[src/rtl/cnf_pkg.sv]
// Types and fixed-point constants of the colored noise filter.
package cnf_pkg;

    typedef enum logic [1:0] {
        MODE_WHITE,
        MODE_PINK,
        MODE_BROWN,
        MODE_DEEP
    } noise_mode_t;

    localparam int FRAC      = 28;
    localparam int COEF_W    = FRAC + 1;
    localparam int IN_W      = 16;
    localparam int IN_SHIFT  = 13;
    localparam int MUL_CHUNK = 32;

    localparam int PINK_POLES = 6;
    localparam int PINK_IDX_W = $clog2(PINK_POLES);

    localparam logic signed [COEF_W-1:0] POLE_K [PINK_POLES] = '{
        29'sd268129440, 29'sd266642307, 29'sd260113957,
        29'sd232599323, 29'sd147639501, -29'sd204440443
    };
    localparam logic signed [COEF_W-1:0] FEED_K [PINK_POLES] = '{
        29'sd14902973, 29'sd20153033, 29'sd41299332,
        29'sd83345344, 29'sd143064478, -29'sd4536022
    };

    localparam logic signed [COEF_W-1:0] K_PINK_DIRECT = 29'sd143935092;
    localparam logic signed [COEF_W-1:0] K_PINK_DELAY  = 29'sd31118649;
    localparam logic signed [COEF_W-1:0] K_PINK_GAIN   = 29'sd14763950;
    localparam logic signed [COEF_W-1:0] K_LEAK        = 29'sd267630150;
    localparam logic signed [COEF_W-1:0] K_BROWN_IN    = 29'sd5368709;
    localparam logic signed [COEF_W-1:0] K_THREE_Q     = 29'sd201326592;
    localparam logic signed [COEF_W-1:0] K_HALF        = 29'sd134217728;
    localparam logic signed [COEF_W-1:0] K_DEEP_GAIN   = 29'sd38170;

endpackage

[src/rtl/cnf_mulq.sv]
// Shared multiplier: signed state value times Q28 coefficient, rounded, in 32-bit chunks.
module cnf_mulq #(
    parameter int STATE_WIDTH = 48
) (
    input  logic                                 aclk,
    input  logic                                 aresetn,
    input  logic                                 start,
    input  logic signed [STATE_WIDTH-1:0]        a,
    input  logic signed [cnf_pkg::COEF_W-1:0]    c,
    output logic                                 done,
    output logic signed [STATE_WIDTH-1:0]        y
);

    localparam int CW     = cnf_pkg::MUL_CHUNK;
    localparam int NCHUNK = (STATE_WIDTH + CW - 1) / CW;
    localparam int MAGW   = NCHUNK * CW;
    localparam int ACCW   = MAGW + cnf_pkg::FRAC;
    localparam int CNT_W  = $clog2(NCHUNK + 2);
    localparam logic [ACCW-1:0] ROUND_HALF = ACCW'(1) << (cnf_pkg::FRAC - 1);

    logic                            busy_reg;
    logic [CNT_W-1:0]                cnt_reg;
    logic                            done_reg;
    logic                            neg_reg;
    logic [MAGW-1:0]                 ma_reg;
    logic [cnf_pkg::FRAC-1:0]        mc_reg;
    logic [ACCW-1:0]                 acc_reg;
    logic signed [STATE_WIDTH-1:0]   y_reg;

    logic [STATE_WIDTH-1:0]          a_abs;
    logic [cnf_pkg::COEF_W-1:0]      c_abs;
    logic [CW+cnf_pkg::FRAC-1:0]     part;
    logic [ACCW-1:0]                 acc_mac;
    logic [STATE_WIDTH-1:0]          mag;

    always_comb begin
        a_abs   = a[STATE_WIDTH-1] ? -a : a;
        c_abs   = c[cnf_pkg::COEF_W-1] ? -c : c;
        part    = ma_reg[MAGW-1 -: CW] * mc_reg;
        acc_mac = {acc_reg[ACCW-CW-1:0], {CW{1'b0}}} + ACCW'(part);
        mag     = acc_reg[cnf_pkg::FRAC +: STATE_WIDTH];
    end

    always_ff @(posedge aclk) begin
        if (!aresetn) begin
            busy_reg <= 1'b0;
            cnt_reg  <= '0;
            done_reg <= 1'b0;
        end else begin
            done_reg <= 1'b0;
            if (start) begin
                busy_reg <= 1'b1;
                cnt_reg  <= '0;
            end else if (busy_reg) begin
                if (cnt_reg == CNT_W'(NCHUNK + 1)) begin
                    busy_reg <= 1'b0;
                    done_reg <= 1'b1;
                end
                cnt_reg <= cnt_reg + 1'b1;
            end
        end
    end

    always_ff @(posedge aclk) begin
        if (start) begin
            neg_reg <= a[STATE_WIDTH-1] ^ c[cnf_pkg::COEF_W-1];
            ma_reg  <= MAGW'(a_abs);
            mc_reg  <= c_abs[cnf_pkg::FRAC-1:0];
            acc_reg <= '0;
        end else if (busy_reg) begin
            if (cnt_reg < CNT_W'(NCHUNK)) begin
                acc_reg <= acc_mac;
                ma_reg  <= ma_reg << CW;
            end else if (cnt_reg == CNT_W'(NCHUNK)) begin
                acc_reg <= acc_reg + ROUND_HALF;
            end else begin
                y_reg <= neg_reg ? -mag : mag;
            end
        end
    end

    assign done = done_reg;
    assign y    = y_reg;

endmodule

[src/rtl/cnf_pcm.sv]
// Output stage: clamp to plus or minus one, scale to PCM full scale, round half to even.
module cnf_pcm #(
    parameter int STATE_WIDTH = 48,
    parameter int OUT_WIDTH   = 16
) (
    input  logic                          aclk,
    input  logic                          aresetn,
    input  logic                          start,
    input  logic signed [STATE_WIDTH-1:0] s,
    output logic                          done,
    output logic [OUT_WIDTH-1:0]          pcm
);

    localparam int MW = cnf_pkg::FRAC + 1;
    localparam int PW = MW + OUT_WIDTH - 1;
    localparam logic signed [STATE_WIDTH-1:0] ONE_Q = STATE_WIDTH'(1) << cnf_pkg::FRAC;
    localparam logic [OUT_WIDTH-2:0] FULL_SCALE = '1;
    localparam logic [cnf_pkg::FRAC-1:0] HALF_Q = {1'b1, {(cnf_pkg::FRAC-1){1'b0}}};

    logic                      v1_reg;
    logic                      v2_reg;
    logic                      done_reg;
    logic                      neg1_reg;
    logic                      neg2_reg;
    logic [MW-1:0]             m1_reg;
    logic [PW-1:0]             p2_reg;
    logic [OUT_WIDTH-1:0]      pcm_reg;

    logic [STATE_WIDTH-1:0]    s_abs;
    logic [MW-1:0]             m_clamp;
    logic [OUT_WIDTH-1:0]      q;
    logic [cnf_pkg::FRAC-1:0]  r;
    logic                      up;
    logic [OUT_WIDTH-1:0]      q_round;

    always_comb begin
        s_abs = s[STATE_WIDTH-1] ? -s : s;
        if (s > ONE_Q || s < -ONE_Q) begin
            m_clamp = MW'(ONE_Q);
        end else begin
            m_clamp = s_abs[MW-1:0];
        end
        q       = p2_reg[cnf_pkg::FRAC +: OUT_WIDTH];
        r       = p2_reg[cnf_pkg::FRAC-1:0];
        up      = (r > HALF_Q) || (r == HALF_Q && q[0]);
        q_round = q + OUT_WIDTH'(up);
    end

    always_ff @(posedge aclk) begin
        if (!aresetn) begin
            v1_reg   <= 1'b0;
            v2_reg   <= 1'b0;
            done_reg <= 1'b0;
        end else begin
            v1_reg   <= start;
            v2_reg   <= v1_reg;
            done_reg <= v2_reg;
        end
    end

    always_ff @(posedge aclk) begin
        if (start) begin
            neg1_reg <= s[STATE_WIDTH-1];
            m1_reg   <= m_clamp;
        end
        if (v1_reg) begin
            neg2_reg <= neg1_reg;
            p2_reg   <= PW'(m1_reg) * PW'(FULL_SCALE);
        end
        if (v2_reg) begin
            pcm_reg <= neg2_reg ? -q_round : q_round;
        end
    end

    assign done = done_reg;
    assign pcm  = pcm_reg;

endmodule

[src/rtl/cnf_seq.sv]
// Sequencer and filter state: drives the shared multiplier and adder for each mode.
module cnf_seq #(
    parameter int STATE_WIDTH = 48
) (
    input  logic                                aclk,
    input  logic                                aresetn,
    input  cnf_pkg::noise_mode_t                mode,
    input  logic                                in_valid,
    output logic                                in_ready,
    input  logic [cnf_pkg::IN_W-1:0]            in_sample,
    output logic                                mul_start,
    output logic signed [STATE_WIDTH-1:0]       mul_a,
    output logic signed [cnf_pkg::COEF_W-1:0]   mul_c,
    input  logic                                mul_done,
    input  logic signed [STATE_WIDTH-1:0]       mul_y,
    output logic                                pcm_start,
    output logic signed [STATE_WIDTH-1:0]       pcm_s,
    input  logic                                pcm_done,
    input  logic                                out_free,
    output logic                                out_load
);

    localparam logic signed [STATE_WIDTH-1:0] SAT_MAX = {1'b0, {(STATE_WIDTH-1){1'b1}}};
    localparam logic signed [STATE_WIDTH-1:0] SAT_MIN = {1'b1, {(STATE_WIDTH-1){1'b0}}};

    typedef enum logic [4:0] {
        ST_IDLE,
        ST_WHITE,
        ST_PINK_POLE,
        ST_PINK_FEED,
        ST_PINK_SUM,
        ST_PINK_DLY,
        ST_PINK_DIR,
        ST_PINK_NEWDLY,
        ST_PINK_GAIN,
        ST_BROWN_LEAK,
        ST_BROWN_IN,
        ST_BROWN_OUT,
        ST_DEEP_1,
        ST_DEEP_2,
        ST_DEEP_3,
        ST_PCM,
        ST_WRITE
    } state_t;

    state_t                             state_reg;
    state_t                             state_next;
    logic                               enter_reg;
    logic [cnf_pkg::PINK_IDX_W-1:0]     idx_reg;
    logic                               idx_last;

    logic signed [STATE_WIDTH-1:0]      b_reg [cnf_pkg::PINK_POLES];
    logic signed [STATE_WIDTH-1:0]      dly_reg;
    logic signed [STATE_WIDTH-1:0]      brown_reg;
    logic signed [STATE_WIDTH-1:0]      deep1_reg;
    logic signed [STATE_WIDTH-1:0]      deep2_reg;
    logic signed [STATE_WIDTH-1:0]      w_reg;
    logic signed [STATE_WIDTH-1:0]      sum_reg;
    logic signed [STATE_WIDTH-1:0]      t_reg;
    logic signed [STATE_WIDTH-1:0]      s_reg;

    logic signed [STATE_WIDTH-1:0]      w_ext;
    logic signed [STATE_WIDTH-1:0]      add_a;
    logic signed [STATE_WIDTH-1:0]      add_b;
    logic signed [STATE_WIDTH-1:0]      add_y;
    logic                               mul_state;

    function automatic logic signed [STATE_WIDTH-1:0] add_sat(
        input logic signed [STATE_WIDTH-1:0] x,
        input logic signed [STATE_WIDTH-1:0] z
    );
        logic signed [STATE_WIDTH:0] total;
        total = {x[STATE_WIDTH-1], x} + {z[STATE_WIDTH-1], z};
        if (total[STATE_WIDTH] != total[STATE_WIDTH-1]) begin
            return total[STATE_WIDTH] ? SAT_MIN : SAT_MAX;
        end
        return total[STATE_WIDTH-1:0];
    endfunction

    always_comb begin
        w_ext     = STATE_WIDTH'($signed({in_sample, {cnf_pkg::IN_SHIFT{1'b0}}}));
        idx_last  = (idx_reg == cnf_pkg::PINK_IDX_W'(cnf_pkg::PINK_POLES - 1));
        mul_state = state_reg inside {ST_WHITE, ST_PINK_POLE, ST_PINK_FEED, ST_PINK_DIR,
                                      ST_PINK_NEWDLY, ST_PINK_GAIN, ST_BROWN_LEAK,
                                      ST_BROWN_IN, ST_BROWN_OUT, ST_DEEP_1, ST_DEEP_2,
                                      ST_DEEP_3};
    end

    always_comb begin
        state_next = state_reg;
        case (state_reg)
            ST_IDLE: begin
                if (in_valid) begin
                    case (mode)
                        cnf_pkg::MODE_WHITE: state_next = ST_WHITE;
                        cnf_pkg::MODE_PINK:  state_next = ST_PINK_POLE;
                        cnf_pkg::MODE_BROWN: state_next = ST_BROWN_LEAK;
                        cnf_pkg::MODE_DEEP:  state_next = ST_DEEP_1;
                        default:             state_next = ST_WHITE;
                    endcase
                end
            end
            ST_WHITE:       if (mul_done) state_next = ST_PCM;
            ST_PINK_POLE:   if (mul_done) state_next = ST_PINK_FEED;
            ST_PINK_FEED:   if (mul_done) state_next = ST_PINK_SUM;
            ST_PINK_SUM:    state_next = idx_last ? ST_PINK_DLY : ST_PINK_POLE;
            ST_PINK_DLY:    state_next = ST_PINK_DIR;
            ST_PINK_DIR:    if (mul_done) state_next = ST_PINK_NEWDLY;
            ST_PINK_NEWDLY: if (mul_done) state_next = ST_PINK_GAIN;
            ST_PINK_GAIN:   if (mul_done) state_next = ST_PCM;
            ST_BROWN_LEAK:  if (mul_done) state_next = ST_BROWN_IN;
            ST_BROWN_IN:    if (mul_done) state_next = ST_BROWN_OUT;
            ST_BROWN_OUT:   if (mul_done) state_next = ST_PCM;
            ST_DEEP_1:      if (mul_done) state_next = ST_DEEP_2;
            ST_DEEP_2:      if (mul_done) state_next = ST_DEEP_3;
            ST_DEEP_3:      if (mul_done) state_next = ST_PCM;
            ST_PCM:         if (pcm_done) state_next = ST_WRITE;
            ST_WRITE:       if (out_free) state_next = ST_IDLE;
            default:        state_next = ST_IDLE;
        endcase
    end

    always_comb begin
        mul_a = w_reg;
        mul_c = cnf_pkg::K_HALF;
        add_a = sum_reg;
        add_b = mul_y;
        case (state_reg)
            ST_PINK_POLE: begin
                mul_a = b_reg[idx_reg];
                mul_c = cnf_pkg::POLE_K[idx_reg];
            end
            ST_PINK_FEED: begin
                mul_c = cnf_pkg::FEED_K[idx_reg];
                add_a = t_reg;
            end
            ST_PINK_SUM:    add_b = b_reg[idx_reg];
            ST_PINK_DLY:    add_b = dly_reg;
            ST_PINK_DIR:    mul_c = cnf_pkg::K_PINK_DIRECT;
            ST_PINK_NEWDLY: mul_c = cnf_pkg::K_PINK_DELAY;
            ST_PINK_GAIN: begin
                mul_a = sum_reg;
                mul_c = cnf_pkg::K_PINK_GAIN;
            end
            ST_BROWN_LEAK: begin
                mul_a = brown_reg;
                mul_c = cnf_pkg::K_LEAK;
            end
            ST_BROWN_IN: begin
                mul_c = cnf_pkg::K_BROWN_IN;
                add_a = t_reg;
            end
            ST_BROWN_OUT: begin
                mul_a = brown_reg;
                mul_c = cnf_pkg::K_THREE_Q;
                add_a = brown_reg;
            end
            ST_DEEP_1: begin
                mul_a = deep1_reg;
                mul_c = cnf_pkg::K_LEAK;
                add_a = w_reg;
            end
            ST_DEEP_2: begin
                mul_a = deep2_reg;
                mul_c = cnf_pkg::K_LEAK;
                add_a = deep1_reg;
            end
            ST_DEEP_3: begin
                mul_a = deep2_reg;
                mul_c = cnf_pkg::K_DEEP_GAIN;
            end
            default: begin
                mul_a = w_reg;
                mul_c = cnf_pkg::K_HALF;
            end
        endcase
        add_y = add_sat(add_a, add_b);
    end

    always_ff @(posedge aclk) begin
        if (!aresetn) begin
            state_reg <= ST_IDLE;
            enter_reg <= 1'b0;
            idx_reg   <= '0;
        end else begin
            state_reg <= state_next;
            enter_reg <= (state_next != state_reg);
            if (state_reg == ST_IDLE) begin
                idx_reg <= '0;
            end else if (state_reg == ST_PINK_SUM) begin
                idx_reg <= idx_last ? '0 : idx_reg + 1'b1;
            end
        end
    end

    always_ff @(posedge aclk) begin
        if (!aresetn) begin
            b_reg     <= '{default: '0};
            dly_reg   <= '0;
            brown_reg <= '0;
            deep1_reg <= '0;
            deep2_reg <= '0;
        end else if (mul_done) begin
            case (state_reg)
                ST_PINK_FEED:   b_reg[idx_reg] <= add_y;
                ST_PINK_NEWDLY: dly_reg        <= mul_y;
                ST_BROWN_IN:    brown_reg      <= add_y;
                ST_DEEP_1:      deep1_reg      <= add_y;
                ST_DEEP_2:      deep2_reg      <= add_y;
                default: ;
            endcase
        end
    end

    always_ff @(posedge aclk) begin
        case (state_reg)
            ST_IDLE: begin
                if (in_valid) begin
                    w_reg   <= w_ext;
                    sum_reg <= '0;
                end
            end
            ST_PINK_SUM, ST_PINK_DLY: sum_reg <= add_y;
            ST_PINK_DIR:   if (mul_done) sum_reg <= add_y;
            ST_PINK_POLE,
            ST_BROWN_LEAK: if (mul_done) t_reg <= mul_y;
            ST_BROWN_OUT:  if (mul_done) s_reg <= add_y;
            ST_WHITE,
            ST_PINK_GAIN,
            ST_DEEP_3:     if (mul_done) s_reg <= mul_y;
            default: ;
        endcase
    end

    assign in_ready  = (state_reg == ST_IDLE);
    assign mul_start = enter_reg && mul_state;
    assign pcm_start = enter_reg && (state_reg == ST_PCM);
    assign pcm_s     = s_reg;
    assign out_load  = (state_reg == ST_WRITE) && out_free;

endmodule

[src/rtl/colored_noise_filter.sv]
// Top level of the colored noise filter: streams, mode register and output register.
//
//   Channel  Direction  Handshake          Carries
//   s_       in         s_tvalid/s_tready  white_sample, Q1.15
//   m_       out        m_tvalid/m_tready  pcm_sample, OUT_WIDTH bits
//   cfg_     in         cfg_valid/ready    noise_mode, 2 bits
//
// The products of a word go through the one shared multiplier one after another. Then
// come the output stage and the load of the output register, after which the sequencer
// returns to idle for the next input word.
// Reset clears all filter state and selects white mode.
// A finished word waits in the output register while the next input word is taken; a second
// finished word holds the input off until m_tready takes the first.
module colored_noise_filter #(
    parameter int OUT_WIDTH   = 16,
    parameter int STATE_WIDTH = 48
) (
    input  logic                                 aclk,
    input  logic                                 aresetn,
    input  logic                                 s_tvalid,
    output logic                                 s_tready,
    input  logic [cnf_pkg::IN_W-1:0]             s_tdata,    // [15:0] white_sample
    output logic                                 m_tvalid,
    input  logic                                 m_tready,
    output logic [((OUT_WIDTH+7)/8)*8-1:0]       m_tdata,    // [OUT_WIDTH-1:0] pcm_sample
    input  logic                                 cfg_valid,
    output logic                                 cfg_ready,
    input  logic [1:0]                           cfg_data
);

    cnf_pkg::noise_mode_t                 mode_reg;
    logic                                 out_valid_reg;
    logic [OUT_WIDTH-1:0]                 out_data_reg;

    logic                                 mul_start;
    logic signed [STATE_WIDTH-1:0]        mul_a;
    logic signed [cnf_pkg::COEF_W-1:0]    mul_c;
    logic                                 mul_done;
    logic signed [STATE_WIDTH-1:0]        mul_y;
    logic                                 pcm_start;
    logic signed [STATE_WIDTH-1:0]        pcm_s;
    logic                                 pcm_done;
    logic [OUT_WIDTH-1:0]                 pcm_value;
    logic                                 out_free;
    logic                                 out_load;

    assign cfg_ready = 1'b1;
    assign out_free  = !out_valid_reg || m_tready;

    always_ff @(posedge aclk) begin
        if (!aresetn) begin
            mode_reg      <= cnf_pkg::MODE_WHITE;
            out_valid_reg <= 1'b0;
        end else begin
            if (cfg_valid) begin
                mode_reg <= cnf_pkg::noise_mode_t'(cfg_data);
            end
            if (out_load) begin
                out_valid_reg <= 1'b1;
            end else if (m_tready) begin
                out_valid_reg <= 1'b0;
            end
        end
    end

    always_ff @(posedge aclk) begin
        if (out_load) begin
            out_data_reg <= pcm_value;
        end
    end

    always_comb begin
        m_tdata                = '0;
        m_tdata[OUT_WIDTH-1:0] = out_data_reg;
    end

    assign m_tvalid = out_valid_reg;

    cnf_seq #(
        .STATE_WIDTH (STATE_WIDTH)
    ) u_seq (
        .aclk      (aclk),
        .aresetn   (aresetn),
        .mode      (mode_reg),
        .in_valid  (s_tvalid),
        .in_ready  (s_tready),
        .in_sample (s_tdata),
        .mul_start (mul_start),
        .mul_a     (mul_a),
        .mul_c     (mul_c),
        .mul_done  (mul_done),
        .mul_y     (mul_y),
        .pcm_start (pcm_start),
        .pcm_s     (pcm_s),
        .pcm_done  (pcm_done),
        .out_free  (out_free),
        .out_load  (out_load)
    );

    cnf_mulq #(
        .STATE_WIDTH (STATE_WIDTH)
    ) u_mulq (
        .aclk    (aclk),
        .aresetn (aresetn),
        .start   (mul_start),
        .a       (mul_a),
        .c       (mul_c),
        .done    (mul_done),
        .y       (mul_y)
    );

    cnf_pcm #(
        .STATE_WIDTH (STATE_WIDTH),
        .OUT_WIDTH   (OUT_WIDTH)
    ) u_pcm (
        .aclk    (aclk),
        .aresetn (aresetn),
        .start   (pcm_start),
        .s       (pcm_s),
        .done    (pcm_done),
        .pcm     (pcm_value)
    );

endmodule

[config.mk]
export PLATFORM = sky130hd
export DESIGN_NAME = colored_noise_filter
export DESIGN_NICKNAME = d
export VERILOG_FILES = /design/src/rtl/cnf_pkg.sv /design/src/rtl/cnf_mulq.sv /design/src/rtl/cnf_pcm.sv /design/src/rtl/cnf_seq.sv /design/src/rtl/colored_noise_filter.sv
export SDC_FILE = /design/constraint.sdc
export NUM_CORES = 2
export LEC_CHECK = 0
export BUFFER_PORTS_ARGS = -buffer_cell sky130_fd_sc_hd__buf_4
export CAP_MARGIN = 20
export CELL_PAD_IN_SITES_DETAIL_PLACEMENT = 1
export CELL_PAD_IN_SITES_GLOBAL_PLACEMENT = 1
export CORE_AREA = 2 2 396 398
export CTS_BUF_LIST = sky130_fd_sc_hd__clkbuf_2
export CTS_CLUSTER_SIZE = 8
export DETAILED_ROUTE_END_ITERATION = 10
export DIE_AREA = 0 0 398 400
export GPL_ROUTABILITY_DRIVEN = 1
export PLACE_DENSITY_LB_ADDON = 0.1
export SLEW_MARGIN = 20
export SYNTH_ARGS = -nofsm -noshare
export SYNTH_HDL_FRONTEND = slang
export SYNTH_SLANG_ARGS = --single-unit
[constraint.sdc]
create_clock -name aclk -period 20.3 [get_ports aclk]
set_input_delay 3.045 -clock aclk [delete_from_list [all_inputs] [get_ports aclk]]
set_output_delay 3.045 -clock aclk [all_outputs]
set_load 0.02 [all_outputs]
==> results.py <==
metrics = {
    "synthesis": {
        "synth_top_family_by_area": "adder cells",
        "synth.distinct_cells": 99,
        "synth_simple_gate_area_share_pct": 14.86,
        "synthTopCellsByCount": "nand2_1, inv_1, fa_1, o21ai_0, dfxtp_1",
        "synth_area_leader_cell": "fa_1",
        "synth_compound_area_share_pct": 14.07,
        "synth_fa_ha_area_share_pct": 29.95,
        "synth-edff-count": 392,
        "synth_xor_area_share_pct": 3.064,
        "syn_area_per_cell_um2": 8.946,
        "synth_cells": 9648,
        "postSynth.asyncResetShare_pct": 0,
        "synth.area.top_cells": "fa_1, dfxtp_1, edfxtp_1, nand2_1, ha_1",
        "yosys_warnings": 0,
        "synth_top_area_share_pct": 23.80,
        "yosysMostFrequentCell": "nand2_1",
        "muxShareOfSynthArea_pct": 1.845,
        "synth_nets": 11120,
        "synth_flop_cell": "dfxtp_1",
        "yosysSeqAreaShare_pct": 27.34,
        "synthesis.area_um2": 86320,
        "ys_ff_latch": 983,
    },
    "cts": {
        "cts_tree": "yes",
        "h-tree-depth": 5,
        "clkLatencyLatePin_ns": 1.65,
        "clockRootBuffer": "clkbuf_2",
        "holdBufCountCts": 0,
        "numCtsBuffers": 283,
        "cts_setup_buffers": 0,
        "ctsResizeCount": 0,
        "clkSinkCount": 983,
        "clk_path_buf_depth": 4,
        "clk_pin_slew_worst_paths_ns": 0.13,
    },
    "critical_path": {
        "endpoint": "u_mulq.acc_reg[72]$_SDFFE_PP0P_",
        "cp_max_fo": 18,
        "cp.arrival_ns": 11.01,
        "cp-start-kind": "flop",
        "worst_ep_required_time_ns": 21.76,
        "cp-end-kind": "flop",
        "worstRegToRegCells": 25,
        "reg2reg_setup_slack_ns": 10.75,
        "startpoint": "u_mulq.mc_reg[12]$_DFFE_PP_",
        "path_class": "reg -> reg",
        "r2r-end": "u_mulq.acc_reg[72]$_SDFFE_PP0P_",
        "reg2reg_from": "u_mulq.mc_reg[12]$_DFFE_PP_",
    },
    "detailed_routing": {
        "drc_errors": 0,
        "vias": 73970,
        "met2_length_um": 146300,
        "drtPass1Iterations": 9,
        "wl_um": 324700,
        "antenna_left": 0,
        "wl_met3_um": 31640,
        "top_layer_used": "met5",
        "drt-met1-wl_um": 123000,
        "drt_iter0_markers": 7432,
        "viasPerCell": 6.294,
        "wire_per_inst_um": 27.63,
    },
    "timing": {
        "setup_violations": 0,
        "worst_slack_ns": 10.75,
        "fin_skew_ns": 0.2602,
        "rsz0062_at_grt": "no",
        "tightest_slew_ns": 1.293,
        "hold_viol": 0,
        "tns_ns": 0,
        "fmax_mhz": 104.7,
        "slew_violations": 0,
        "fin_crit_sh_pct": 47.06,
        "fin_crit_ns": 9.553,
        "relSlewSlack_pct": 13.81,
    },
    "die": {
        "die_area_um2": 159200,
        "die_y_um": 400,
        "rows": 145,
        "initial_core_util_pct": 55.65,
        "ioPinCount": 42,
        "die_x_um": 398,
        "coreArea_um2": 155100,
    },
    "placement": {
        "hpwl_um": 235000,
        "post-place-ws_ns": 10.91,
        "gp_congestion": 0.9952,
        "portBuffers": 40,
    },
    "cells_and_area": {
        "nNetsFinal": 10960,
        "drive_gt1_share_pct": 8.351,
        "largest_register_ff_count": 288,
        "finalCoreUtilization_pct": 58.41,
        "area_growth_pct": 4.966,
    },
    "hold_path": {
        "hp-class": "reg -> reg",
    },
    "global_routing": {
        "grt_pass1_vias": 79280,
        "grt_pass1_wl_um": 488700,
        "grt.total_usage_pct": 40.97,
        "grt_max_degree": 68,
        "grt.overflow.total": 0,
        "antenna_found_initial": 18,
    },
    "run_status": {
        "status": "completed",
    },
    "run": {
        "maxCapViolCount": 0,
    },
}
critical path, stage by stage (launching register included):
cell and delay (ns):
edfxtp_1 0.85, buf_4 0.47, and2_1 0.21, fa_1 0.44, fa_1 0.52, inv_1 0.06
fa_1 0.50, fa_1 0.53, inv_1 0.06, fa_1 0.48, fa_1 0.52, fa_1 0.55
inv_1 0.05, fa_1 0.58, inv_1 0.06, ha_1 0.42, a21oi_1 0.31, o21ai_0 0.26
a21oi_1 0.28, nor2_1 0.15, a221oi_1 0.59, nand3_1 0.54, a31oi_1 0.62, nor3_1 0.16
xnor2_1 0.17, o22ai_1 0.10
worst min-delay path by stage:
stage	start	endpoint	depth (start not counted)
2_1_floorplan	u_pcm.pcm[0]$_DFFE_PP_	m_tdata[0]$_DFFE_PP_	0
3_3_place_gp	u_pcm.pcm[5]$_DFFE_PP_	m_tdata[5]$_DFFE_PP_	0
3_5_place_dp	u_pcm.pcm[14]$_DFFE_PP_	m_tdata[14]$_DFFE_PP_	0
4_1_cts	u_pcm.pcm[2]$_DFFE_PP_	m_tdata[2]$_DFFE_PP_	0
5_1_grt	u_pcm.pcm[2]$_DFFE_PP_	m_tdata[2]$_DFFE_PP_	0
6_report	u_pcm.pcm[2]$_DFFE_PP_	m_tdata[2]$_DFFE_PP_	0
logic make-up after synthesis:
logic type                 after synthesis
xor gates and xnor gates               302
muxes                                  143
and+or+nand+nor                       2849
other                                    1
buffers and inverters                 1986
adders and majority gates             1452
DFF                                    983
AOI/OAI and AO/OA                     1932
per-stage QoR:
stage / hold WS (ns) / cell area (um^2) / instances
floorplan: 0.4003 / 86320 / 9648
global placement: 0.4004 / 88080 / 11260
detailed placement: 0.4052 / 88110 / 11260
CTS: 0.3668 / 90570 / 11750
global route: 0.3813 / 90600 / 11750
finish: 0.3621 / 90600 / 11750
metal layers:
layer | vias to the layer above | global-route usage, %
li1 | 31510 | -
met1 | 37350 | 51.29
met2 | 3918 | 64.15
met3 | 1177 | 9.313
met4 | 14 | 26.26
met5 | - | 0
cell type report:
| type | instances | area (um^2) |
|---|---|---|
| Inverter | 1324 | 4974 |
| Antenna cell | 8 | 20.02 |
| Fill cell | 18270 | 64520 |
| Multi-Input combinational cell | 6679 | 55320 |
| Clock buffer | 419 | 2097 |
| Clock inverter | 64 | 361.6 |
| Sequential cell | 983 | 23620 |
| Tap cell | 2058 | 2575 |
| Timing Repair Buffer | 218 | 1635 |
cells in the final DEF, fill, tap and decap left out, types with 386 or more instances in the layout:
cell type,netlist,layout
edfxtp_1,392,392
dfxtp_1,591,583
inv_1,1321,1319
ha_1,420,420
a21oi_1,390,386
clkbuf_2,0,419
fa_1,1026,1026
nor2_1,427,411
nand2_1,1544,1541
o21ai_0,686,686
Power is left out: the tool's default activity adds up to more than one toggle a clock period on the data nets, which glitch-free logic cannot reach.
